$ cat src/hw/rtl/jcc_pkg.sv
package jcc_pkg;

    // Sample and accumulator widths
    localparam int ADC_BITS  = 12;
    localparam int SUM_W     = 28;
    localparam int CNT_W     = 16;
    localparam int ZONE_W    = 13;
    localparam int CMP_W     = ZONE_W + 2;

    localparam logic [CNT_W-1:0]    MAX_SAMPLES  = CNT_W'(65535);
    localparam logic [ADC_BITS-1:0] ADC_MAX      = {ADC_BITS{1'b1}};
    localparam logic [ADC_BITS-1:0] CENTER_RESET = ADC_BITS'(2048);
    localparam logic [ZONE_W-1:0]   ZONE_RESET   = ZONE_W'(400);

    // Dead zone scaling: x uses 9/10, y uses 21/20 = (21/4)/5
    localparam int              ZMX_W      = 16;
    localparam int              ZMY_W      = 15;
    localparam logic [3:0]      ZX_NUM     = 4'd9;
    localparam logic [4:0]      ZY_NUM     = 5'd21;
    localparam logic [15:0]     RECIP_MUL  = 16'hCCCD;
    localparam int              DIV10_SHR  = 19;
    localparam int              DIV5_SHR   = 18;

    // Restoring divider, one quotient bit per cycle
    localparam int DIV_STEPS = SUM_W;
    localparam int ITER_W    = $clog2(DIV_STEPS);

    typedef enum logic [1:0] {
        OP_CLASSIFY = 2'd0,
        OP_START    = 2'd1,
        OP_SAMPLE   = 2'd2,
        OP_FINISH   = 2'd3
    } t_op;

    typedef struct packed {
        t_op                 op;
        logic [ADC_BITS-1:0] x;
        logic [ADC_BITS-1:0] y;
    } t_cmd;

    typedef enum logic {
        S_IDLE = 1'b0,
        S_DIV  = 1'b1
    } t_state;

endpackage

$ cat src/hw/rtl/joystick_calibrate_and_classify_unit.sv
// Channel  Handshake                Payload
// input    i_in_valid / o_in_stall  i_action, i_x_sample, i_y_sample
// output   o_out_valid / i_out_stall o_is_*, o_cal_ok, o_center_*_out, o_zone_*_out
//
// Classify, start and sample words execute when popped from the queue; the output
// word passes through the input register, the queue and the output register.
// A finish with samples holds execute while the divider runs: one restoring divide
// step per cycle on the 28-bit sums, both axes in parallel.
// Reset is synchronous, active low; it restores the power-up calibration.
// Input and output sides stall independently through the two-word queue.
module joystick_calibrate_and_classify_unit
    import jcc_pkg::*;
(
    input  logic                i_clk,
    input  logic                i_rst_n,
    input  logic                i_in_valid,
    output logic                o_in_stall,
    input  logic [1:0]          i_action,
    input  logic [ADC_BITS-1:0] i_x_sample,
    input  logic [ADC_BITS-1:0] i_y_sample,
    output logic                o_out_valid,
    input  logic                i_out_stall,
    output logic                o_is_up,
    output logic                o_is_down,
    output logic                o_is_right,
    output logic                o_is_left,
    output logic                o_is_centered,
    output logic                o_cal_ok,
    output logic [ADC_BITS-1:0] o_center_x_out,
    output logic [ADC_BITS-1:0] o_center_y_out,
    output logic [ZONE_W-1:0]   o_zone_x_out,
    output logic [ZONE_W-1:0]   o_zone_y_out
);

    logic push;
    t_cmd push_cmd;
    logic q_ready;
    logic q_valid;
    t_cmd q_cmd;
    logic pop;

    jcc_front u_front (
        .i_clk      (i_clk),
        .i_rst_n    (i_rst_n),
        .i_in_valid (i_in_valid),
        .o_in_stall (o_in_stall),
        .i_action   (i_action),
        .i_x_sample (i_x_sample),
        .i_y_sample (i_y_sample),
        .o_push     (push),
        .o_cmd      (push_cmd),
        .i_q_ready  (q_ready)
    );

    jcc_queue u_queue (
        .i_clk   (i_clk),
        .i_rst_n (i_rst_n),
        .i_push  (push),
        .i_cmd   (push_cmd),
        .o_ready (q_ready),
        .o_valid (q_valid),
        .o_cmd   (q_cmd),
        .i_pop   (pop)
    );

    jcc_back u_back (
        .i_clk          (i_clk),
        .i_rst_n        (i_rst_n),
        .i_cmd_valid    (q_valid),
        .i_cmd          (q_cmd),
        .o_pop          (pop),
        .o_out_valid    (o_out_valid),
        .i_out_stall    (i_out_stall),
        .o_is_up        (o_is_up),
        .o_is_down      (o_is_down),
        .o_is_right     (o_is_right),
        .o_is_left      (o_is_left),
        .o_is_centered  (o_is_centered),
        .o_cal_ok       (o_cal_ok),
        .o_center_x_out (o_center_x_out),
        .o_center_y_out (o_center_y_out),
        .o_zone_x_out   (o_zone_x_out),
        .o_zone_y_out   (o_zone_y_out)
    );

endmodule

$ cat src/hw/rtl/jcc_front.sv
module jcc_front
    import jcc_pkg::*;
(
    input  logic                i_clk,
    input  logic                i_rst_n,
    input  logic                i_in_valid,
    output logic                o_in_stall,
    input  logic [1:0]          i_action,
    input  logic [ADC_BITS-1:0] i_x_sample,
    input  logic [ADC_BITS-1:0] i_y_sample,
    output logic                o_push,
    output t_cmd                o_cmd,
    input  logic                i_q_ready
);

    logic r_vld;
    logic n_vld;
    t_cmd r_cmd;
    t_cmd n_cmd;
    logic accept;

    // Hold the word while the queue is full
    assign o_in_stall = r_vld && !i_q_ready;
    assign accept     = i_in_valid && !o_in_stall;
    assign o_push     = r_vld && i_q_ready;
    assign o_cmd      = r_cmd;

    // Decode the action code into a command
    always_comb begin
        n_cmd.x = i_x_sample;
        n_cmd.y = i_y_sample;
        case (i_action)
            OP_CLASSIFY: n_cmd.op = OP_CLASSIFY;
            OP_START:    n_cmd.op = OP_START;
            OP_SAMPLE:   n_cmd.op = OP_SAMPLE;
            OP_FINISH:   n_cmd.op = OP_FINISH;
            default:     n_cmd.op = OP_CLASSIFY;
        endcase
    end

    always_comb begin
        if (accept) begin
            n_vld = 1'b1;
        end else if (o_push) begin
            n_vld = 1'b0;
        end else begin
            n_vld = r_vld;
        end
    end

    always_ff @(posedge i_clk) begin
        if (!i_rst_n) begin
            r_vld <= 1'b0;
        end else begin
            r_vld <= n_vld;
        end
    end

    always_ff @(posedge i_clk) begin
        if (accept) begin
            r_cmd <= n_cmd;
        end
    end

endmodule

$ cat src/hw/rtl/jcc_queue.sv
module jcc_queue
    import jcc_pkg::*;
(
    input  logic i_clk,
    input  logic i_rst_n,
    input  logic i_push,
    input  t_cmd i_cmd,
    output logic o_ready,
    output logic o_valid,
    output t_cmd o_cmd,
    input  logic i_pop
);

    // Two-entry shifting queue; head always sits in entry 0
    t_cmd       r_ent [2];
    logic [1:0] r_cnt;
    logic [1:0] n_cnt;
    logic       wr_idx;

    assign o_ready = (r_cnt != 2'd2);
    assign o_valid = (r_cnt != 2'd0);
    assign o_cmd   = r_ent[0];

    assign wr_idx = (r_cnt == 2'd2) || ((r_cnt == 2'd1) && !i_pop);

    always_comb begin
        n_cnt = r_cnt;
        if (i_push && !i_pop) begin
            n_cnt = r_cnt + 2'd1;
        end else if (i_pop && !i_push) begin
            n_cnt = r_cnt - 2'd1;
        end
    end

    always_ff @(posedge i_clk) begin
        if (!i_rst_n) begin
            r_cnt <= 2'd0;
        end else begin
            r_cnt <= n_cnt;
        end
    end

    // Shift on pop; a push lands behind whatever stays
    always_ff @(posedge i_clk) begin
        if (i_push && !wr_idx) begin
            r_ent[0] <= i_cmd;
        end else if (i_pop) begin
            r_ent[0] <= r_ent[1];
        end
        if (i_push && wr_idx) begin
            r_ent[1] <= i_cmd;
        end
    end

endmodule

$ cat src/hw/rtl/jcc_back.sv
module jcc_back
    import jcc_pkg::*;
(
    input  logic                i_clk,
    input  logic                i_rst_n,
    input  logic                i_cmd_valid,
    input  t_cmd                i_cmd,
    output logic                o_pop,
    output logic                o_out_valid,
    input  logic                i_out_stall,
    output logic                o_is_up,
    output logic                o_is_down,
    output logic                o_is_right,
    output logic                o_is_left,
    output logic                o_is_centered,
    output logic                o_cal_ok,
    output logic [ADC_BITS-1:0] o_center_x_out,
    output logic [ADC_BITS-1:0] o_center_y_out,
    output logic [ZONE_W-1:0]   o_zone_x_out,
    output logic [ZONE_W-1:0]   o_zone_y_out
);

    t_state r_state;
    t_state n_state;

    // Calibration state
    logic [ADC_BITS-1:0] r_center_x;
    logic [ADC_BITS-1:0] r_center_y;
    logic [ZONE_W-1:0]   r_zone_x;
    logic [ZONE_W-1:0]   r_zone_y;
    logic [ADC_BITS-1:0] r_min_x;
    logic [ADC_BITS-1:0] r_max_x;
    logic [ADC_BITS-1:0] r_min_y;
    logic [ADC_BITS-1:0] r_max_y;
    logic [SUM_W-1:0]    r_sum_x;
    logic [SUM_W-1:0]    r_sum_y;
    logic [CNT_W-1:0]    r_count;

    // Divider and zone scaling
    logic [SUM_W-1:0]    r_ax;
    logic [SUM_W-1:0]    r_ay;
    logic [CNT_W-1:0]    r_rx;
    logic [CNT_W-1:0]    r_ry;
    logic [ITER_W-1:0]   r_iter;
    logic [ZMX_W-1:0]    r_zx_m;
    logic [ZMY_W-1:0]    r_zy_m;
    logic [ZONE_W-1:0]   r_zx_q;
    logic [ZONE_W-1:0]   r_zy_q;

    // Output register
    logic                r_out_valid;
    logic                r_up;
    logic                r_down;
    logic                r_right;
    logic                r_left;
    logic                r_centered;
    logic                r_ok;
    logic [ADC_BITS-1:0] r_ocx;
    logic [ADC_BITS-1:0] r_ocy;
    logic [ZONE_W-1:0]   r_ozx;
    logic [ZONE_W-1:0]   r_ozy;

    logic                out_free;
    logic                div_done;
    logic                cnt_zero;
    logic                go_div;
    logic                load;
    logic                is_cls;

    logic signed [CMP_W-1:0] sx;
    logic signed [CMP_W-1:0] sy;
    logic signed [CMP_W-1:0] cx;
    logic signed [CMP_W-1:0] cy;
    logic signed [CMP_W-1:0] zx;
    logic signed [CMP_W-1:0] zy;
    logic                    c_up;
    logic                    c_down;
    logic                    c_right;
    logic                    c_left;

    logic [ADC_BITS-1:0] span_x;
    logic [ADC_BITS-1:0] span_y;
    logic [ZMY_W+1:0]    prod_y;
    logic [31:0]         px;
    logic [31:0]         py;

    logic [CNT_W:0]      trial_x;
    logic [CNT_W:0]      trial_y;
    logic                ge_x;
    logic                ge_y;
    logic [CNT_W-1:0]    n_rx;
    logic [CNT_W-1:0]    n_ry;
    logic [SUM_W-1:0]    n_ax;
    logic [SUM_W-1:0]    n_ay;

    assign out_free = !r_out_valid || !i_out_stall;
    assign cnt_zero = (r_count == '0);
    assign is_cls   = (i_cmd.op == OP_CLASSIFY);

    // Next state
    always_comb begin
        n_state = r_state;
        case (r_state)
            S_IDLE: begin
                if (o_pop && (i_cmd.op == OP_FINISH) && !cnt_zero) begin
                    n_state = S_DIV;
                end
            end
            S_DIV: begin
                if (div_done) begin
                    n_state = S_IDLE;
                end
            end
            default: n_state = S_IDLE;
        endcase
    end

    // State outputs
    always_comb begin
        o_pop    = 1'b0;
        div_done = 1'b0;
        case (r_state)
            S_IDLE: begin
                o_pop = i_cmd_valid && out_free;
            end
            S_DIV: begin
                div_done = (r_iter == ITER_W'(DIV_STEPS - 1));
            end
            default: begin
                o_pop    = 1'b0;
                div_done = 1'b0;
            end
        endcase
    end

    assign go_div = o_pop && (i_cmd.op == OP_FINISH) && !cnt_zero;
    assign load   = (o_pop && !go_div) || div_done;

    // Direction compare in signed arithmetic
    assign sx = CMP_W'(i_cmd.x);
    assign sy = CMP_W'(i_cmd.y);
    assign cx = CMP_W'(r_center_x);
    assign cy = CMP_W'(r_center_y);
    assign zx = CMP_W'(r_zone_x);
    assign zy = CMP_W'(r_zone_y);

    assign c_up    = sy < (cy - zy);
    assign c_down  = sy > (cy + zy);
    assign c_right = sx > (cx + zx);
    assign c_left  = sx < (cx - zx);

    // Spans and dead zone products
    assign span_x = (r_max_x > r_min_x) ? (r_max_x - r_min_x) : '0;
    assign span_y = (r_max_y > r_min_y) ? (r_max_y - r_min_y) : '0;
    assign prod_y = (ZMY_W + 2)'(span_y) * (ZMY_W + 2)'(ZY_NUM);
    assign px     = 32'(r_zx_m) * 32'(RECIP_MUL);
    assign py     = 32'(r_zy_m) * 32'(RECIP_MUL);

    // One restoring step per axis
    assign trial_x = {r_rx, r_ax[SUM_W-1]};
    assign trial_y = {r_ry, r_ay[SUM_W-1]};
    assign ge_x    = trial_x >= {1'b0, r_count};
    assign ge_y    = trial_y >= {1'b0, r_count};
    assign n_rx    = ge_x ? CNT_W'(trial_x - {1'b0, r_count}) : trial_x[CNT_W-1:0];
    assign n_ry    = ge_y ? CNT_W'(trial_y - {1'b0, r_count}) : trial_y[CNT_W-1:0];
    assign n_ax    = {r_ax[SUM_W-2:0], ge_x};
    assign n_ay    = {r_ay[SUM_W-2:0], ge_y};

    always_ff @(posedge i_clk) begin
        if (!i_rst_n) begin
            r_state    <= S_IDLE;
            r_center_x <= CENTER_RESET;
            r_center_y <= CENTER_RESET;
            r_zone_x   <= ZONE_RESET;
            r_zone_y   <= ZONE_RESET;
            r_min_x    <= ADC_MAX;
            r_min_y    <= ADC_MAX;
            r_max_x    <= '0;
            r_max_y    <= '0;
            r_sum_x    <= '0;
            r_sum_y    <= '0;
            r_count    <= '0;
            r_iter     <= '0;
        end else begin
            r_state <= n_state;
            // accumulator updates
            if (o_pop && (i_cmd.op == OP_START)) begin
                r_min_x <= ADC_MAX;
                r_min_y <= ADC_MAX;
                r_max_x <= '0;
                r_max_y <= '0;
                r_sum_x <= '0;
                r_sum_y <= '0;
                r_count <= '0;
            end else if (o_pop && (i_cmd.op == OP_SAMPLE) && (r_count != MAX_SAMPLES)) begin
                r_sum_x <= r_sum_x + SUM_W'(i_cmd.x);
                r_sum_y <= r_sum_y + SUM_W'(i_cmd.y);
                if (i_cmd.x < r_min_x) begin
                    r_min_x <= i_cmd.x;
                end
                if (i_cmd.x > r_max_x) begin
                    r_max_x <= i_cmd.x;
                end
                if (i_cmd.y < r_min_y) begin
                    r_min_y <= i_cmd.y;
                end
                if (i_cmd.y > r_max_y) begin
                    r_max_y <= i_cmd.y;
                end
                r_count <= r_count + CNT_W'(1);
            end
            // divider step counter
            if (go_div) begin
                r_iter <= '0;
            end else if (r_state == S_DIV) begin
                r_iter <= r_iter + ITER_W'(1);
            end
            // commit new calibration
            if (div_done) begin
                r_center_x <= n_ax[ADC_BITS-1:0];
                r_center_y <= n_ay[ADC_BITS-1:0];
                r_zone_x   <= r_zx_q;
                r_zone_y   <= r_zy_q;
            end
        end
    end

    // Divider datapath and zone scaling
    always_ff @(posedge i_clk) begin
        if (go_div) begin
            r_ax   <= r_sum_x;
            r_ay   <= r_sum_y;
            r_rx   <= '0;
            r_ry   <= '0;
            r_zx_m <= ZMX_W'(span_x) * ZMX_W'(ZX_NUM);
            r_zy_m <= prod_y[ZMY_W+1:2];
        end else if (r_state == S_DIV) begin
            r_ax   <= n_ax;
            r_ay   <= n_ay;
            r_rx   <= n_rx;
            r_ry   <= n_ry;
            r_zx_q <= px[DIV10_SHR +: ZONE_W];
            r_zy_q <= py[DIV5_SHR +: ZONE_W];
        end
    end

    // Output word valid
    always_ff @(posedge i_clk) begin
        if (!i_rst_n) begin
            r_out_valid <= 1'b0;
        end else if (load) begin
            r_out_valid <= 1'b1;
        end else if (!i_out_stall) begin
            r_out_valid <= 1'b0;
        end
    end

    // Output word payload
    always_ff @(posedge i_clk) begin
        if (div_done) begin
            r_up       <= 1'b0;
            r_down     <= 1'b0;
            r_right    <= 1'b0;
            r_left     <= 1'b0;
            r_centered <= 1'b0;
            r_ok       <= 1'b1;
            r_ocx      <= n_ax[ADC_BITS-1:0];
            r_ocy      <= n_ay[ADC_BITS-1:0];
            r_ozx      <= r_zx_q;
            r_ozy      <= r_zy_q;
        end else if (load) begin
            r_up       <= is_cls && c_up;
            r_down     <= is_cls && c_down;
            r_right    <= is_cls && c_right;
            r_left     <= is_cls && c_left;
            r_centered <= is_cls && !c_up && !c_down && !c_right && !c_left;
            r_ok       <= 1'b0;
            r_ocx      <= r_center_x;
            r_ocy      <= r_center_y;
            r_ozx      <= r_zone_x;
            r_ozy      <= r_zone_y;
        end
    end

    assign o_out_valid    = r_out_valid;
    assign o_is_up        = r_up;
    assign o_is_down      = r_down;
    assign o_is_right     = r_right;
    assign o_is_left      = r_left;
    assign o_is_centered  = r_centered;
    assign o_cal_ok       = r_ok;
    assign o_center_x_out = r_ocx;
    assign o_center_y_out = r_ocy;
    assign o_zone_x_out   = r_ozx;
    assign o_zone_y_out   = r_ozy;

`ifndef SYNTHESIS
    // divider never runs with a zero divisor
    a_div_nonzero: assert property (@(posedge i_clk) disable iff (!i_rst_n)
        (r_state == S_DIV) |-> (r_count != '0))
        else $error("divide started with empty sample count");

    // output slot stays empty while a finish is in progress
    a_div_out_empty: assert property (@(posedge i_clk) disable iff (!i_rst_n)
        (r_state == S_DIV) |-> !r_out_valid)
        else $error("output word pending during divide");

    // taken samples keep min and max ordered
    a_minmax: assert property (@(posedge i_clk) disable iff (!i_rst_n)
        (r_count != '0) |-> ((r_min_x <= r_max_x) && (r_min_y <= r_max_y)))
        else $error("min above max with samples taken");

    // a divide finishing always produces a word next cycle
    a_done_word: assert property (@(posedge i_clk) disable iff (!i_rst_n)
        div_done |=> (r_out_valid && r_ok))
        else $error("finish result not presented");
`endif

endmodule
$ cat config.mk
export PLATFORM = sky130hd
export DESIGN_NAME = joystick_calibrate_and_classify_unit
export DESIGN_NICKNAME = d
export VERILOG_FILES = /design/src/hw/rtl/jcc_pkg.sv /design/src/hw/rtl/joystick_calibrate_and_classify_unit.sv /design/src/hw/rtl/jcc_front.sv /design/src/hw/rtl/jcc_queue.sv /design/src/hw/rtl/jcc_back.sv
export SDC_FILE = /design/constraint.sdc
export NUM_CORES = 2
export LEC_CHECK = 0
export BUFFER_PORTS_ARGS = -buffer_cell sky130_fd_sc_hd__clkbuf_2
export CORE_ASPECT_RATIO = 1.4
export CORE_MARGIN = 3
export CORE_UTILIZATION = 38
export DETAILED_ROUTE_END_ITERATION = 12
export SLEW_MARGIN = 10
export SYNTH_ARGS = -nofsm -noshare
export SYNTH_HDL_FRONTEND = slang
export SYNTH_SLANG_ARGS = --single-unit
export TNS_END_PERCENT = 30
$ cat constraint.sdc
create_clock -name i_clk -period 7.55 [get_ports i_clk]
set_input_delay 1.51 -clock i_clk [delete_from_list [all_inputs] [get_ports i_clk]]
set_output_delay 1.51 -clock i_clk [all_outputs]
set_load 0.05 [all_outputs]
==> Yosys cells after proc, flatten, opt, wreduce, memory -nomap -nowiden <==
Memory sizes are Yosys's and may differ from the RTL's.
Cells that the tools add are included.
{ "op_classes": {"n_mul": 4, "mux": 39, "addsub": 14, "bitwise": 4, "reduce_logical": 55, "shifts": 0, "magnitude_cmp": 12, "div_mod_pow": 0, "n_eq_ne": 12} }
{ "ops": {"columns": ["cell", "n"], "rows": [
  ["two-way mux 28 bit", 4],
  ["two-way mux 12 bit", 6],
  ["adder 28 x 12 -> 28 bit", 2],
  ["two-way mux 13 bit", 4],
  ["two-way mux 26 bit", 2],
  ["greater-than comparator 12 bit", 4],
  ["greater-or-equal comparator 17 x 16 -> 1 bit", 2],
  ["multiplier 16 x 16 -> 32 bit (second input constant)", 1],
  ["two-way mux 16 bit", 2],
  ["subtractor 16 bit", 2],
  ["multiplier 15 x 16 -> 31 bit (second input constant)", 1],
  ["greater-than comparator 13 x 15 -> 1 bit", 2],
  ["< comparator 13 x 15 -> 1 bit", 2],
  ["adder 12 x 13 -> 14 bit", 2],
  ["subtractor 12 x 13 -> 14 bit", 2],
  ["OR reduction 26 bit", 1],
  ["< comparator 12 bit", 2],
  ["subtractor 12 bit", 2],
  ["logical AND 1 bit", 23],
  ["multiplier 12 x 5 -> 17 bit (second input constant)", 1],
  ["two-way mux 1 bit", 17],
  ["adder 16 x 1 -> 16 bit (second input constant)", 1],
  ["zero test 16 bit", 1],
  ["multiplier 12 x 4 -> 16 bit (second input constant)", 1],
  ["20 further kinds", 53]
]} }
{ "word_totals": {"ram_bits": 52, "memories": 1, "inputBits": 30, "romBits": 0, "elab_cells": 178, "out_inout_bits": 58, "latchBits": 0, "regBits": 407} }
{ "mem_list": {"columns": ["name", "words", "word_bits", "read_ports", "rd_ports_with_merged_regs", "write_ports", "line", "source"], "rows": [
  ["u_queue.r_ent", 2, 26, 2, 0, 1, "jcc_queue.sv:15", "t_cmd r_ent [2];"]
]} }

==> Longest topological paths before layout <==
{ "depth": {"word_depth": 13, "depth_mapped": 26, "depth_no_buf": 25} }

==> Modules after synthesis <==
From an unflattened synthesis, not the netlist that was laid out.
{ "hier_totals": {"hier_cells": 3536, "hier_area_um2": 34869.7} }
{ "modules_own_cells": {"columns": ["mod", "cells_per_inst", "instances", "seq_area_each_um2", "area_each_um2"], "rows": [
  ["jcc_back", 3375, 1, 9198.8, 31691.6],
  ["jcc_queue", 128, 1, 1601.5, 2336.0],
  ["jcc_front", 33, 1, 800.8, 842.1]
]} }

==> Worst setup path before layout <==
Ideal clock, no wire load.
{ "synth_timing": {"path_type": "register to register", "from": "register u_back.r_zy_m[13]", "to": "register u_back.r_zy_q[11] (data pin)", "period_less_slack_ns": 5.584, "stages_incl_launch_ff": 23, "setup_time_ns": 0.195, "setup_slack_ns": 1.966, "path_buffers": 0, "arrival_time_ns": 5.389, "required_ns": 7.355, "path_cell_list": "edfxtp_1 -> inv_1 -> ha_1 -> inv_1 -> fa_1 -> inv_1 -> fa_1 -> fa_1 -> inv_1 -> fa_1 -> inv_1 -> fa_1 -> inv_1 -> ha_1 -> a21o_1 -> a21o_1 -> nand2_1 -> o21ai_0 -> o31a_1 -> o211ai_1 -> a21oi_1 -> or4_1 -> o311ai_0"} }
{ "synth_between": {"elab_chain_cells": 1} }
{ "synth_lines": {"columns": ["element", "line", "source"], "rows": [
  ["start, declared", "jcc_back.sv:46", "logic [ZMY_W-1:0] r_zy_m;"],
  ["start signal, assigned", "jcc_back.sv:236", "r_zy_m <= prod_y[ZMY_W+1:2];"],
  ["multiplier 15 x 16 -> 31 bit", "jcc_back.sv:157", "assign py = 32'(r_zy_m) * 32'(RECIP_MUL);"],
  ["via u_back.py[29]", "jcc_back.sv:85", "logic [31:0] py;"],
  ["end signal, assigned", "jcc_back.sv:243", "r_zy_q <= py[DIV5_SHR +: ZONE_W];"],
  ["end, declared", "jcc_back.sv:48", "logic [ZONE_W-1:0] r_zy_q;"]
]} }
The timed path passes the listed nets, and every way through them passes these cells.
A chain may end at the register's enable or synchronous reset.

==> Worst setup path after layout <==
{ "layout_timing": {"from": "register u_back.r_max_y[0]", "to": "register u_back.r_zy_m[13] (data pin)"} }
{ "layout_between": {"elab_chain_cells": 3, "word_cells_on_any_way": 4, "cone_classes": "add/sub: 1; mul: 1; order compare: 1; mux: 1"} }
{ "layout_lines": {"columns": ["element", "line", "source"], "rows": [
  ["start, declared", "jcc_back.sv:34", "logic [ADC_BITS-1:0] r_max_y;"],
  ["start signal, assigned", "jcc_back.sv:208", "r_max_y <= i_cmd.y;"],
  ["subtractor 12 bit or greater-than comparator 12 bit (tied branches)", "jcc_back.sv:154", "assign span_y = (r_max_y > r_min_y) ? (r_max_y - r_min_y) : '0;"],
  ["two-way mux 12 bit *", "jcc_back.sv:154", null],
  ["multiplier 12 x 5 -> 17 bit *", "jcc_back.sv:155", "assign prod_y = (ZMY_W + 2)'(span_y) * (ZMY_W + 2)'(ZY_NUM);"],
  ["via u_back.prod_y[15]", "jcc_back.sv:83", "logic [ZMY_W+1:0] prod_y;"]
]} }
The timed path passes the listed nets; every way through them passes the cells marked *.

==> impl_metrics.tcl <==
set metrics [dict create \
    synth_top_area_cell "edfxtp_1" \
    setup_ws_ns 1.23 \
    total_power_mw 9.49 \
    grt_pass1_wl_um 126000 \
    ys_seq_area_share_pct 34.3 \
    antenna_found_initial 0 \
    die_x_um 258 \
    clock_latency_ns 0.61 \
    hold_viol 0 \
    hp-class "flip-flop to flip-flop" \
    grt_pass1_vias 24000 \
    core_area_um2 87600 \
    crit_fanout 15 \
    clock-sinks 459 \
    status "complete, no violations" \
    placed_area_um2 35600 \
    cp.arrival_ns 6.66 \
    finalCriticalPeriod_ns 6.32 \
    drtPass1Iterations 5 \
    dieArea_um2 92700 \
    routed_wl_um 78400 \
    rsz0062_at_grt "false" \
    critPathLaunchType "flip-flop" \
    whs_ns 0.448 \
    dp_cells 4623 \
    syn2layout_area_growth_pct 10.1 \
    hp-start "u_front.o_cmd[23]" \
    fin_crit_sh_pct 83.7 \
    syn-num-nets 4136 \
    drv_cap 0 \
    tritoncts "done" \
    grt_use_total_pct 17.0 \
    syn_area_um2 33800 \
    synth_edf_count 241 \
    final_nets 4213 \
    numPortBuffers 87 \
    p_per_area_nw_per_um2 255 \
    slowest_delay_ns 0.64 \
    r2r_slack_ns 1.23 \
    async_reset_ff_share_pct 0 \
    layout-drive-gt1-share_pct 8.05 \
    rows 128 \
    synth_top_area_share_pct 21.4 \
    grt_overflow 0 \
    cts_setup_buffers 0 \
    yosys-top-cells-count "ha_1 (524), inv_1 (471), nand2_1 (348)" \
    dp_slack_ns 1.24 \
    synth_warnings 0 \
    cp-end-kind "flip-flop" \
    hpwl_um 61100 \
    diodes 0 \
    drt-vias-per-instance 4.99 \
    synth.distinct_cells 78 \
    initial_core_util_pct 38.6 \
    critPathLaunch "u_back.r_max_y[0]" \
    ys_ff_latch 459 \
    final.setup.tns_ns 0 \
    fin_skew_ns 0.0283 \
    ios 88 \
    worstReg2RegStart "u_back.r_max_y[0]" \
    clockBufferDepth 3 \
    setup_viol 0 \
    yosys-top-cells-area "edfxtp_1 (21%), ha_1 (19%), dfxtp_1 (13%)" \
    yosys_most_used_dff "edfxtp_1" \
    syn_area_per_cell_um2 9.88 \
    grt_max_degree 94 \
    cts-buffers-inserted 48 \
    drc 0 \
    place_congestion 0.880 \
    routedWlPerCell_um 16.6 \
    path_cells "inv_1, ha_1, fa_1, nor2b_1, o21ai_0, a21boi_0, o21ai_0, a21oi_1, a41oi_1, a21oi_1, nor3b_1, ha_1, ha_1, fa_1, ha_1, a21oi_1, o21bai_1, a21oi_1, nor2b_1, o2111ai_1, nand3_1, o41ai_1, xnor2_1" \
    netlist_instances 3426 \
    cts_root_buf "clkbuf_16" \
    drv_slew 0 \
    max_freq_ghz 0.158 \
    final_antenna_net_count 0 \
    slowest_stage "a21oi_1" \
    clk_pin_slew_ns 0.06 \
    layout.cells.non_filler 4711 \
    initialDrtViolationCount 1016 \
    cts_max_level 2 \
    cts_resized 0 \
    p_leak_nw 17.5 \
    relSlewSlack_pct 22.4 \
    required_ns 7.90 \
    critPathKind "flip-flop to flip-flop" \
    die_h_um 359 \
    utilization_pct 42.5 \
    ir_drop_mv 0.172 \
    hold_buffers 0 \
    yosysMostFrequentCell "ha_1" \
    vias 23500 \
    worst_pin_slew_ns 1.16 \
    fin_area_um2 37300 \
]
==> critical path, delay by kind of cell, from the launching register on <==
kind,cells,cell delay [ns]
AO/OA/AOI/OAI,11,2.64
XOR/XNOR,1,0.11
adder cells (fa/ha/maj),6,2.05
buffers and inverters,1,0.05
flip-flops,1,0.35
AND/OR/NAND/NOR,4,0.84
==> logic make-up after synthesis <==
family,after synthesis,share of synthesized area [%]
AOI/OAI and AO/OA,530,10.0
xor gates and xnor gates,185,4.79
adders and majority gates,680,28.6
buffers and inverters,557,6.20
DFF,459,34.3
muxes,104,3.27
and+or+nand+nor,911,12.8
==> final timing paths <==
kind,end,depth (start not counted)
worst max register to register,u_back.r_zy_m[13],23
worst max-delay path,u_back.r_zy_m[13],23
worst min register to register,u_queue.r_ent[0][49],0
worst min-delay path,u_queue.r_ent[0][49],0
==> area by class of cell <==
type	count	area, µm²
fill	8526	50300
multi-input combinational	2410	20200
sequential	459	11600
inverter	472	1770
tap	1170	1460
clock buffer	60	1290
timing repair buffer	112	623
clock inverter	28	328
==> state kept, by name (all words and copies together) (netlist names), 13 cells and up <==
name,flops
u_back.r_ay,28
u_back.r_zx_q,13
u_queue.r_ent,52
u_back.r_zone_x,13
u_back.r_sum_y,28
u_back.o_zone_y_out,13
u_front.o_cmd,26
u_back.r_sum_x,28
u_back.r_ax,28
u_back.r_zone_y,13
u_back.o_zone_x_out,13
u_back.r_zy_m,15
u_back.r_count,16
u_back.r_ry,16
u_back.r_zx_m,16
u_back.r_rx,16
u_back.r_zy_q,13
==> metal layers <==
layer	wire length, µm	global-route usage [%]	vias to the layer above	part of all wire, %
met5	0	0	-	0
met2	38600	30.0	308	49
met4	3250	6.75	0	4.1
met3	2500	2.03	141	3.2
li1	-	-	11900	-
met1	34100	20.9	11200	43
==> cells in the final DEF, fill, tap and decap left out, types with 55 or more instances in the layout <==
cell / n
a21oi_1: 142
edfxtp_1: 241
inv_1: 468
fa_1: 156
and2_1: 55
dfxtp_1: 217
nor2_1: 193
o21ai_0: 132
ha_1: 524
clkbuf_2: 87
nand2_1: 348
xnor2_1: 135
==> power by group <==
part           internal (mW)  switching [mW]  leakage, nW
clock network           1.40            1.05        0.776
registers               3.12           0.462         4.07
logic                   1.34            2.12         12.7
Note: power is estimated with default switching activity, not from simulation.
